File: src/rtl/core/xorshift128_range_generator_assert.svh
// Assertion macros for the xorshift128 range generator.
// Needs clk and rst_n in the scope of each use.
`ifndef XORSHIFT128_RANGE_GENERATOR_ASSERT_SVH
`define XORSHIFT128_RANGE_GENERATOR_ASSERT_SVH

// Same-cycle implication, disabled during reset.
`define XSRG_ASSERT_IMP(lbl, ante, cons) \
    lbl: assert property (@(posedge clk) disable iff (!rst_n) (ante) |-> (cons)) \
        else $error("xsrg assertion failed");

// Plain invariant, disabled during reset.
`define XSRG_ASSERT_ALWAYS(lbl, cond) \
    lbl: assert property (@(posedge clk) disable iff (!rst_n) (cond)) \
        else $error("xsrg invariant failed");

`endif

File: src/rtl/core/xsrg_pkg.sv
// Shared types, constants and the xorshift step for the range generator.
// No dependencies.
`default_nettype none
package xsrg_pkg;

    localparam logic [31:0] SEED_X = 32'd123456789;
    localparam logic [31:0] SEED_Y = 32'd362436069;
    localparam logic [31:0] SEED_Z = 32'd521288629;
    localparam logic [31:0] SEED_W = 32'd88675123;

    localparam logic [2:0] CMD_RAW32     = 3'd0;
    localparam logic [2:0] CMD_U64       = 3'd1;
    localparam logic [2:0] CMD_HALF_OPEN = 3'd2;
    localparam logic [2:0] CMD_CLOSED    = 3'd3;
    localparam logic [2:0] CMD_PAIR      = 3'd4;

    localparam int QDEPTH = 4;
    localparam int QPTR_W = $clog2(QDEPTH);
    localparam int QCNT_W = $clog2(QDEPTH + 1);

    typedef struct packed {
        logic [2:0]  cmd;
        logic [31:0] lo_bound;
        logic [32:0] width;
        logic [31:0] draw_a;
        logic [31:0] draw_b;
        logic        err;
    } job_t;

    typedef struct packed {
        logic              full;
        logic [QCNT_W-1:0] count;
    } qstat_t;

    // New w of one xorshift128 step, from the old x and w.
    function automatic logic [31:0] xs_next(input logic [31:0] x, input logic [31:0] w);
        logic [31:0] t;
        t = x ^ (x << 11);
        return (w ^ (w >> 19)) ^ (t ^ (t >> 8));
    endfunction

endpackage
`default_nettype wire

File: src/rtl/core/xsrg_queue.sv
// Short job queue between front and back ends.
// Uses xsrg_pkg for the job type and depth.
`default_nettype none
module xsrg_queue (
    input  wire logic            clk,
    input  wire logic            rst_n,
    input  wire logic            push,
    input  wire xsrg_pkg::job_t  push_job,
    output xsrg_pkg::qstat_t     q_stat,
    output logic                 head_valid,
    input  wire logic            pop,
    output xsrg_pkg::job_t       head_job
);
    import xsrg_pkg::*;

    job_t              mem [QDEPTH];
    logic [QPTR_W-1:0] wr_ptr_reg, rd_ptr_reg;
    logic [QCNT_W-1:0] count_reg, count_next;
    logic              do_push, do_pop;

    assign q_stat.full  = (count_reg == QCNT_W'(QDEPTH));
    assign q_stat.count = count_reg;
    assign head_valid   = (count_reg != '0);
    assign head_job     = mem[rd_ptr_reg];

    assign do_push = push && !q_stat.full;
    assign do_pop  = pop && head_valid;

    always_comb
    begin
        count_next = count_reg;
        if (do_push && !do_pop)
            count_next = count_reg + 1'b1;
        else if (do_pop && !do_push)
            count_next = count_reg - 1'b1;
    end

    always_ff @(posedge clk)
    begin
        if (do_push)
            mem[wr_ptr_reg] <= push_job;
    end

    always_ff @(posedge clk or negedge rst_n)
    begin
        if (!rst_n)
        begin
            wr_ptr_reg <= '0;
            rd_ptr_reg <= '0;
            count_reg  <= '0;
        end
        else
        begin
            if (do_push)
                wr_ptr_reg <= wr_ptr_reg + 1'b1;
            if (do_pop)
                rd_ptr_reg <= rd_ptr_reg + 1'b1;
            count_reg <= count_next;
        end
    end

endmodule
`default_nettype wire

File: config.mk
export PLATFORM = sky130hd
export DESIGN_NAME = xsrg_queue
export DESIGN_NICKNAME = d
export VERILOG_FILES = /design/src/rtl/core/xorshift128_range_generator_assert.svh /design/src/rtl/core/xsrg_pkg.sv /design/src/rtl/core/xsrg_queue.sv
export SDC_FILE = /design/constraint.sdc
export NUM_CORES = 1
export LEC_CHECK = 0
export BUFFER_PORTS_ARGS = -buffer_cell sky130_fd_sc_hd__buf_2
export CORE_MARGIN = 2
export CORE_UTILIZATION = 51
export CTS_CLUSTER_SIZE = 20
export DETAILED_ROUTE_END_ITERATION = 8
export PLACE_DENSITY = 0.82
export SYNTH_ARGS = -nofsm -noshare
export SYNTH_HDL_FRONTEND = slang
export SYNTH_SLANG_ARGS = --single-unit
export TNS_END_PERCENT = 20
File: constraint.sdc
create_clock -name clk -period 4.15 [get_ports clk]
set_input_delay 0.2075 -clock clk [delete_from_list [all_inputs] [get_ports clk]]
set_output_delay 0.2075 -clock clk [all_outputs]
set_load 0.005 [all_outputs]
==> results by group <==
Route
  • # DRC: 0
  • Via count: 9440
  • Post-route ant nets: 0
  • Initial DRT Pass Iterations: 5
  • First DRT Iteration DRCs: 554
  • Routed wire length per instance: 23.54 µm
  • Drt via density: 5.453
  • Final wirelength: 40750 µm

Worst setup path
  • Critical Path Slowest Stage Cell: dfrtp_4
  • Ordered list of cells on the worst path: buf_4, mux4_2, buf_2
  • CP Capture Type: output port
  • WP data arrival: 2620 ps
  • Worst-path fanout max: 24
  • Startpoint Class: flop
  • Crit path largest cell delay: 730 ps
  • Worst EP required: 3940 ps
  • Type of the worst setup path: flop to output port

Synthesis
  • EDFF count, synth: 532
  • Mapped Cells: 730
  • Post-synth top flop: edfxtp_1
  • #FFs+latches synth: 539
  • Post-synth top area cell: edfxtp_1
  • Post-synthesis average cell area: 26.80 µm²
  • Post-Synthesis Cell Area: 19570 µm²
  • Async S/R FF share, synth: 0.01299
  • Yosys top cell area share: 0.8165
  • Netlist cell types: 20
  • Syn. warnings: 0
  • Syn_nets: 873
  • Top cells by area, synth: edfxtp_1 82%, mux4_2 15%, dfrtp_1 0.90%, buf_2 0.43%, buf_6 0.40%
  • Sequential-to-total area share from yosys stat: 0.8254

Pwr
  • Leak pwr: 8.449 nW
  • Power, Total: 0.01671 W
  • Pwr dens: 679.7 nW/µm²
  • Peak VDD IR: 0.0004635 V

Outcome
  • Status: complete, no violations

STA
  • F_max: 0.3539 GHz
  • Setup WS post-layout: 1325 ps
  • Total negative slack: 0 ps
  • Max-slew violation count: 0
  • Worst Skew: 19.72 ps
  • Fin crit period: 2825 ps
  • Period utilization: 0.6808
  • RSZ-0062 raised after global routing: false
  • Final setup violation count: 0
  • Hold WS: 181.0 ps
  • Fin. Hold Viols: 0
  • Least-Margin Pin Slew: 809.8 ps
  • Slew HR: 0.4601

Placement
  • GPL Wtd Cong: 0.7375
  • Pre-CTS WS: 1456 ps
  • Port Buffers: 274
  • Dpl cell area: 21570 µm²
  • Hpwl dp: 21890 µm

GRT
  • Initial antenna violation count: 4
  • Number of global-route vias before repair: 10170
  • GRT Residual Overflow: 0
  • Largest net degree at the start of global routing: 121
  • Total GRT Usage: 0.2079
  • First-pass GRT wire length: 60670 µm

Floorplanning
  • Die height: 199.9 µm
  • CORE AREA: 37760 µm²
  • Die Width: 199.9 µm
  • Initial core utilization: 0.5182
  • Rows: 71
  • Area of the die: 39950 µm²
  • # IOs: 275

CTS
  • Clock root cell: clkbuf_16
  • Clock sinks: 539
  • Max clock buf depth: 3
  • Clock Latency Late Sink: 590 ps
  • Clk pin slew, worst setup/hold paths: 60 ps
  • CTS tree: yes
  • Post-CTS Setup Inserts: 0
  • CTS resizes: 0
  • Hold_buf cts: 136
  • Num CTS Buffers: 53
  • H-tree depth: 2

Finish
  • Max reg flops: 532
  • Final Instance Area: 24580 µm²
  • Area growth syn-to-layout: 25.64%
  • Fillers: 2380
  • Ratio of cells with drive above 1 in the final layout: 0.4080
  • Nets: 1318

Hold path
  • Hold WC Path Type: primary input to flop

Flow run
  • Maxcap violations: 0
## area by class of cell
| class | instances | area, µm² | area share |
|---|---|---|---|
| diodes | 2 | 5.005 | 0.0002036 |
| clock inverters | 29 | 217.7 | 0.008856 |
| flip-flops and latches | 539 | 16160 | 0.6573 |
| repair buffers | 421 | 2903 | 0.1181 |
| inverters | 3 | 11.26 | 0.0004581 |
| multi-input cells | 157 | 3221 | 0.1310 |
| well taps | 511 | 639.4 | 0.02601 |
| clock buffers | 69 | 1429 | 0.05812 |
## cell usage in the layout, fill, tap and decap left out, types with 2 or more instances in the layout
master	netlist	layout
and2_4	0	4
inv_1	3	3
clkbuf_16	0	55
clkinv_1	0	13
buf_2	17	274
ha_1	5	5
mux4_2	133	133
edfxtp_1	532	532
bufinv_16	0	3
clkinv_2	0	9
buf_12	0	7
mux2_2	2	2
dfrtp_1	7	5
xnor2_1	4	4
dfrtp_4	0	2
inv_6	0	2
diode_2	0	2
dlygate4sd3_1	0	136
buf_4	1	4
xor2_1	2	2
clkbuf_1	6	14
## stage by stage
stage | cells | util
finish | 1731 | 0.6511
global route | 1730 | 0.6511
CTS | 1729 | 0.6510
detailed placement | 1495 | 0.5713
global placement | 1495 | 0.5713
floorplan | 730 | -
## path summary, 6_finish.rpt
path                            endpoint  depth (start not counted)     startpoint  slack, ps
setup / recovery           head_job[113]                          3  rd_ptr_reg[0]       1320
hold / removal             wr_ptr_reg[0]                          3           push        180
setup reg to reg              mem[3][54]                          4   count_reg[2]       1410
hold reg to reg             count_reg[2]                          1   count_reg[2]        550
max in group asynchronous  rd_ptr_reg[0]                          3          rst_n       3220
min in group asynchronous  wr_ptr_reg[0]                          3          rst_n        640
## metal layers
layer	global-route usage	vias to the layer above	routed length, µm
li1	-	4059	-
met1	0.2690	4907	15730
met2	0.3423	391	20630
met3	0.06536	79	3318
met4	0.06228	4	1033
met5	0	-	30
## critical path: cells and delay by family, from the launching register on
| family | cells | cell delay, ps |
|---|---|---|
| muxes | 1 | 620 |
| DFF | 1 | 730 |
| buffers and inverters | 2 | 670 |
## logic make-up after synthesis
| kind of cell | share of synthesized area |
|---|---|
| flip-flops | 0.8254 |
| buffers and inverters | 0.01049 |
| AND/OR/NAND/NOR | 0.002941 |
| XOR/XNOR | 0.002686 |
| adder cells (fa/ha/maj) | 0.004221 |
| multiplexers | 0.1542 |
## report_power, final
group	total, W	switching (W)	internal, W
clock	0.00452	0.00192	0.00261
sequential	0.00756	0.000356	0.00720
combinational	0.00463	0.00238	0.00225
total	0.0167	0.00466	0.0121
## cell usage after synthesis (2+ instances only)
cell type / instances
and2_1: 4
buf_2: 17
buf_6: 7
clkbuf_1: 6
dfrtp_1: 7
edfxtp_1: 532
ha_1: 5
inv_1: 3
mux2_2: 2
mux4_2: 133
xnor2_1: 4
xor2_1: 2
Note: power is estimated with default switching activity, not from simulation.
