[src/rtl/core/xorshift128_range_generator_assert.svh]
// Assertion macros for the xorshift128 range generator.
// Needs clk and rst_n in the scope of each use.
`ifndef XORSHIFT128_RANGE_GENERATOR_ASSERT_SVH
`define XORSHIFT128_RANGE_GENERATOR_ASSERT_SVH

// Same-cycle implication, disabled during reset.
`define XSRG_ASSERT_IMP(lbl, ante, cons) \
    lbl: assert property (@(posedge clk) disable iff (!rst_n) (ante) |-> (cons)) \
        else $error("xsrg assertion failed");

// Plain invariant, disabled during reset.
`define XSRG_ASSERT_ALWAYS(lbl, cond) \
    lbl: assert property (@(posedge clk) disable iff (!rst_n) (cond)) \
        else $error("xsrg invariant failed");

`endif

[src/rtl/core/xsrg_pkg.sv]
// Shared types, constants and the xorshift step for the range generator.
// No dependencies.
`default_nettype none
package xsrg_pkg;

    localparam logic [31:0] SEED_X = 32'd123456789;
    localparam logic [31:0] SEED_Y = 32'd362436069;
    localparam logic [31:0] SEED_Z = 32'd521288629;
    localparam logic [31:0] SEED_W = 32'd88675123;

    localparam logic [2:0] CMD_RAW32     = 3'd0;
    localparam logic [2:0] CMD_U64       = 3'd1;
    localparam logic [2:0] CMD_HALF_OPEN = 3'd2;
    localparam logic [2:0] CMD_CLOSED    = 3'd3;
    localparam logic [2:0] CMD_PAIR      = 3'd4;

    localparam int QDEPTH = 4;
    localparam int QPTR_W = $clog2(QDEPTH);
    localparam int QCNT_W = $clog2(QDEPTH + 1);

    typedef struct packed {
        logic [2:0]  cmd;
        logic [31:0] lo_bound;
        logic [32:0] width;
        logic [31:0] draw_a;
        logic [31:0] draw_b;
        logic        err;
    } job_t;

    typedef struct packed {
        logic              full;
        logic [QCNT_W-1:0] count;
    } qstat_t;

    // New w of one xorshift128 step, from the old x and w.
    function automatic logic [31:0] xs_next(input logic [31:0] x, input logic [31:0] w);
        logic [31:0] t;
        t = x ^ (x << 11);
        return (w ^ (w >> 19)) ^ (t ^ (t >> 8));
    endfunction

endpackage
`default_nettype wire

[src/rtl/core/xsrg_front.sv]
// Front end: takes requests, checks ranges, advances the generator state.
// Uses xsrg_pkg; feeds xsrg_queue.
`default_nettype none
module xsrg_front (
    input  wire logic          clk,
    input  wire logic          rst_n,
    input  wire logic          req_valid,
    output logic               req_ready,
    input  wire logic [2:0]    req_cmd,
    input  wire logic [31:0]   req_begin,
    input  wire logic [31:0]   req_end,
    input  wire xsrg_pkg::qstat_t q_stat,
    output logic               push,
    output xsrg_pkg::job_t     push_job
);
    import xsrg_pkg::*;

    logic [31:0] x_reg, y_reg, z_reg, w_reg;
    logic [31:0] x_next, y_next, z_next, w_next;
    logic [31:0] draw1, draw2;
    logic [32:0] diff;
    logic        diff_pos, diff_nonneg, diff_ge2;
    logic [1:0]  ndraw;
    logic        bad;
    logic [32:0] width;

    assign req_ready = !q_stat.full;
    assign push      = req_valid && req_ready;

    assign draw1 = xs_next(x_reg, w_reg);
    assign draw2 = xs_next(y_reg, draw1);

    assign diff        = {req_end[31], req_end} - {req_begin[31], req_begin};
    assign diff_nonneg = !diff[32];
    assign diff_pos    = diff_nonneg && (diff != 33'd0);
    assign diff_ge2    = diff_nonneg && (diff[32:1] != 32'd0);

    always_comb
    begin
        bad   = 1'b0;
        ndraw = 2'd0;
        width = diff;
        unique case (req_cmd)
            CMD_RAW32:     ndraw = 2'd1;
            CMD_U64:       ndraw = 2'd2;
            CMD_HALF_OPEN:
            begin
                bad   = !diff_pos;
                ndraw = diff_pos ? 2'd1 : 2'd0;
            end
            CMD_CLOSED:
            begin
                bad   = !diff_nonneg;
                ndraw = diff_nonneg ? 2'd1 : 2'd0;
                width = diff + 33'd1;
            end
            CMD_PAIR:
            begin
                bad   = !diff_ge2;
                ndraw = diff_ge2 ? 2'd2 : 2'd0;
            end
            default:       bad = 1'b1;
        endcase
    end

    always_comb
    begin
        x_next = x_reg;
        y_next = y_reg;
        z_next = z_reg;
        w_next = w_reg;
        if (push)
        begin
            unique case (ndraw)
                2'd1:
                begin
                    x_next = y_reg;
                    y_next = z_reg;
                    z_next = w_reg;
                    w_next = draw1;
                end
                2'd2:
                begin
                    x_next = z_reg;
                    y_next = w_reg;
                    z_next = draw1;
                    w_next = draw2;
                end
                default: ;
            endcase
        end
    end

    always_ff @(posedge clk or negedge rst_n)
    begin
        if (!rst_n)
        begin
            x_reg <= SEED_X;
            y_reg <= SEED_Y;
            z_reg <= SEED_Z;
            w_reg <= SEED_W;
        end
        else
        begin
            x_reg <= x_next;
            y_reg <= y_next;
            z_reg <= z_next;
            w_reg <= w_next;
        end
    end

    always_comb
    begin
        push_job.cmd      = req_cmd;
        push_job.lo_bound = req_begin;
        push_job.width    = width;
        push_job.draw_a   = draw1;
        push_job.draw_b   = draw2;
        push_job.err      = bad;
    end

endmodule
`default_nettype wire

[config.mk]
export PLATFORM = sky130hd
export DESIGN_NAME = xsrg_front
export DESIGN_NICKNAME = d
export VERILOG_FILES = /design/src/rtl/core/xorshift128_range_generator_assert.svh /design/src/rtl/core/xsrg_pkg.sv /design/src/rtl/core/xsrg_front.sv
export SDC_FILE = /design/constraint.sdc
export NUM_CORES = 1
export LEC_CHECK = 0
export BUFFER_PORTS_ARGS = -buffer_cell sky130_fd_sc_hd__buf_4
export CAP_MARGIN = 20
export CORE_MARGIN = 4
export CORE_UTILIZATION = 30
export CTS_BUF_LIST = sky130_fd_sc_hd__clkbuf_4 sky130_fd_sc_hd__clkbuf_8 sky130_fd_sc_hd__clkbuf_16
export CTS_CLUSTER_SIZE = 40
export DETAILED_ROUTE_END_ITERATION = 10
export GPL_TIMING_DRIVEN = 0
export REMOVE_ABC_BUFFERS = 1
export SYNTH_ARGS = -nofsm -noshare
export SYNTH_HDL_FRONTEND = slang
export SYNTH_SLANG_ARGS = --single-unit
[constraint.sdc]
create_clock -name clk -period 4.8 [get_ports clk]
set_input_delay 0.48 -clock clk [delete_from_list [all_inputs] [get_ports clk]]
set_output_delay 0.48 -clock clk [all_outputs]
set_load 0.01 [all_outputs]
==> flow_summary_export.csv <==
group,metric,value,unit
status,outcome,"finished, final reports clean",
pwr,comb_power_share,71.2,%
placement,placed_area,0.0129,mm2
final_layout,regArea,0.00328,mm2
global_routing,grt.overflow.total,0,
cts,htree_levels,4,
floorplanning,fp.dieArea,0.0404,mm2
final_layout,final_net_count,1579,
setup_path,crit_fanout,50,
floorplanning,core_area,0.0367,mm2
setup_path,required,5.13,ns
routing,viasPerCell,4.94,
pwr,p_sw,0.00563,W
pwr,leakage,5.88,nW
setup_path,crit_chain,"buf_4 > ha_1 > fa_1 > nand2b_2 > a21oi_4 > a31oi_1 > o21ai_2 > or4b_1 > nor4_2 > nand4_1 > nor4_4 > nand2_1 > a41o_1 > ha_4 > nand2b_4 > buf_16 > buf_16 > nor3_1 > xor2_1",
synth,ys_ff_latch,128,
cts,insertion_delay,0.42,ns
routing,wl,31200,um
setup_path,path_common_cell,"buf_16",
synth,synth_edf_count,0,
placement,finalWeightedCongestion,0.871,
routing,ant_nets,0,
routing,drc,0,
synth,yosysWarnings,0,
cts,cts.sinks,128,
floorplanning,die_x,201,um
timing,setup_violations,0,
floorplanning,die_y,201,um
final_layout,final_cell_mix,"212 x buf_4, 192 x xnor2_1, 187 x nand2_1",
timing,fin_ws,0.210,ns
floorplanning,start_util,30.5,%
pwr,powerDensity,906,mW/mm2
global_routing,grt_pass1_wl,50200,um
pwr,power_frac_seq,17.6,%
global_routing,grt_pass1_vias,9437,
synth,mappedNetlistArea,0.0112,mm2
timing,fmax,218,MHz
placement,post-place-ws,-1.23,ns
min_path,hp-class,"reg -> reg",
final_layout,fill_cells,3719,
synth,syn-instance-count,1330,
global_routing,grt_usage,14.8,%
cts,cts_tree,"done",
cts,cts_root_buffer,"clkbuf_16",
routing,drt-initial-drc-count,492,
synth,seq_area_frac_synth,29.3,%
routing,wl_per_cell,16.0,um
synth,avgSynthCellArea,8.41,um2
final_layout,postLayoutCellArea,0.0140,mm2
setup_path,cp.arrival,4.92,ns
final_layout,syn2layout_area_growth,24.9,%
timing,hold_viol,0,
synth,synth_cell_types,78,
timing,period_needed,4.59,ns
setup_path,path_class,"in -> reg",
setup_path,path_buf_inv,3,
timing,fin_crit_sh,95.6,%
final_layout,drive_gt1_share,24.9,%
pwr,netSwitchingFraction,44.5,%
global_routing,grt_max_degree,91,
final_layout,antenna_cells,0,
pwr,p_int,0.00702,W
cts,cts_buffer_depth,2,
cts,cts_buffers,17,
routing,firstDrtPassIters,4,
cts,cts.clk_slew.worst_paths,0.06,ns
flow_run,cap_viol_max_count,0,
setup_path,critPathMaxStageDelay,0.48,ns
setup_path,path_delay_family,"simple AND/OR/NAND/NOR gates",
setup_path,critical-path-slowest-cell,"or4b_1",
setup_path,endpoint_kind,"register",
final_layout,multiInputGateArea,0.00731,mm2
pwr,ir_drop,1.53,mV
timing,tightestPinTransition,0.768,ns
pwr,pwr-share-clk,11.2,%
timing,finClkSkew,0.00761,ns
floorplanning,rows,70,
final_layout,final_common_cell,"buf_4",
global_routing,antenna_found_initial,0,
placement,dp.final_hpwl,22600,um
placement,numPortBuffers,205,
synth,ys.flop_type,"dfrtp_1",
timing,maxSlewViolCount,0,
floorplanning,io_pins,209,
synth,synthArstFlopShare,100,%
routing,vias,9635,
timing,slew_headroom,48.4,%
setup_path,startpoint_type,"input port",
-- per-layer routing --
metal / up-vias / wire (um) / global-route usage, %
li1: 4749 / - / -
met1: 4589 / 14200 / 19.4
met2: 264 / 15000 / 25.1
met3: 33 / 1550 / 2.46
met4: 0 / 529 / 4.08
met5: - / 0 / 0
-- area by class of cell --
| type | instances | share of cell area (%) |
|---|---|---|
| clock inverter | 12 | 1.29 |
| timing repair buffer | 225 | 13.6 |
| clock buffer | 20 | 3.34 |
| sequential | 128 | 23.5 |
| tap | 468 | 4.19 |
| multi-input combinational | 1031 | 52.3 |
| inverter | 65 | 1.75 |
-- power by group through the flow --
stage          Sequential, W  Combinational (W)  Clock (W)
4_1_cts              0.00223            0.00912    0.00144
5_1_grt              0.00231            0.00988    0.00149
2_1_floorplan        0.00212            0.00552          0
3_5_place_dp         0.00225            0.00897          0
6_report             0.00223            0.00901    0.00141
3_3_place_gp         0.00225            0.00894          0
-- through the flow --
| stage | setup TNS (ns) | hold slack [ns] | util (%) | power [W] | std cells |
|---|---|---|---|---|---|
| floorplan | -399.18 | 0.184 | - | 0.00764 | 1222 |
| global route | -0.000490 | 0.504 | 38.1 | 0.0137 | 1949 |
| global placement | -751.33 | 0.474 | 34.7 | 0.0112 | 1895 |
| finish | 0 | 0.483 | 38.1 | 0.0127 | 1949 |
| CTS | 0 | 0.487 | 37.6 | 0.0128 | 1941 |
| detailed placement | -111.34 | 0.416 | 35.2 | 0.0112 | 1900 |
-- repair_timing --
action,CTS,global route
setup buffers,3,7
hold endpoints to repair,23,0
hold buffers,1,0
endpoints found under the setup margin,126,93
cloned,5,1
gates resized for setup,16,14
pin swaps,6,8
-- synth_stat cells (6+ instances only) --
master    instances  area [um2]
clkbuf_1         55         206
a21o_1           10        75.1
inv_1            65         244
a21oi_1          43         215
buf_4            38         285
dfstp_2          61        1600
ha_1             36         450
mux2i_1          87         871
a211oi_1          6        45.0
nand4_1          17         106
nor4_1            8        50.1
buf_2            10        50.1
o21ai_1           6        30.0
dfrtp_1          67        1680
o21ai_0         144         721
nor3_1           25         125
nand3_1          17        85.1
xnor2_1         193        1690
nor2b_1          20         125
nand2_1         187         702
nor2_1           46         173
and3_1           15        93.8
xor2_1           74         648
nand2b_1          7        43.8
-- cells by family (layout without fill, tap and decap cells) --
logic type                 Yosys count  after routing  share of synthesized area (%)
AOI/OAI and AO/OA                  261            261                           14.1
xor gates and xnor gates           268            268                           21.1
adders and majority gates           37             37                           4.21
buffers and inverters              173            322                           7.19
DFF                                128            128                           29.3
muxes                               88             88                           7.89
and+or+nand+nor                    375            377                           16.2
-- worst reg2reg max path, stage by stage (launching register included) --
cell	delay, ns
dfstp_2	0.56
xor2_1	0.44
xor2_1	0.15
xnor2_1	0.64
xnor2_1	0.28
mux2i_1	0.12
o21ai_0	0.16
-- path summary, 6_finish.rpt --
path	startpoint	to	slack, ns	cells after the start
setup / recovery	req_begin[0]	w_reg[29]$_DFFE_PN0P_	0.21	19
hold / removal	z_reg[8]$_DFFE_PN1P_	z_reg[8]$_DFFE_PN1P_	0.48	2
setup reg to reg	x_reg[20]$_DFFE_PN1P_	w_reg[4]$_DFFE_PN1P_	2.38	6
hold reg to reg	z_reg[8]$_DFFE_PN1P_	z_reg[8]$_DFFE_PN1P_	0.48	2
max in group asynchronous	rst_n	w_reg[4]$_DFFE_PN1P_	3.44	3
min in group asynchronous	rst_n	y_reg[22]$_DFFE_PN0P_	0.55	2
(Power assumes the default switching activity.)
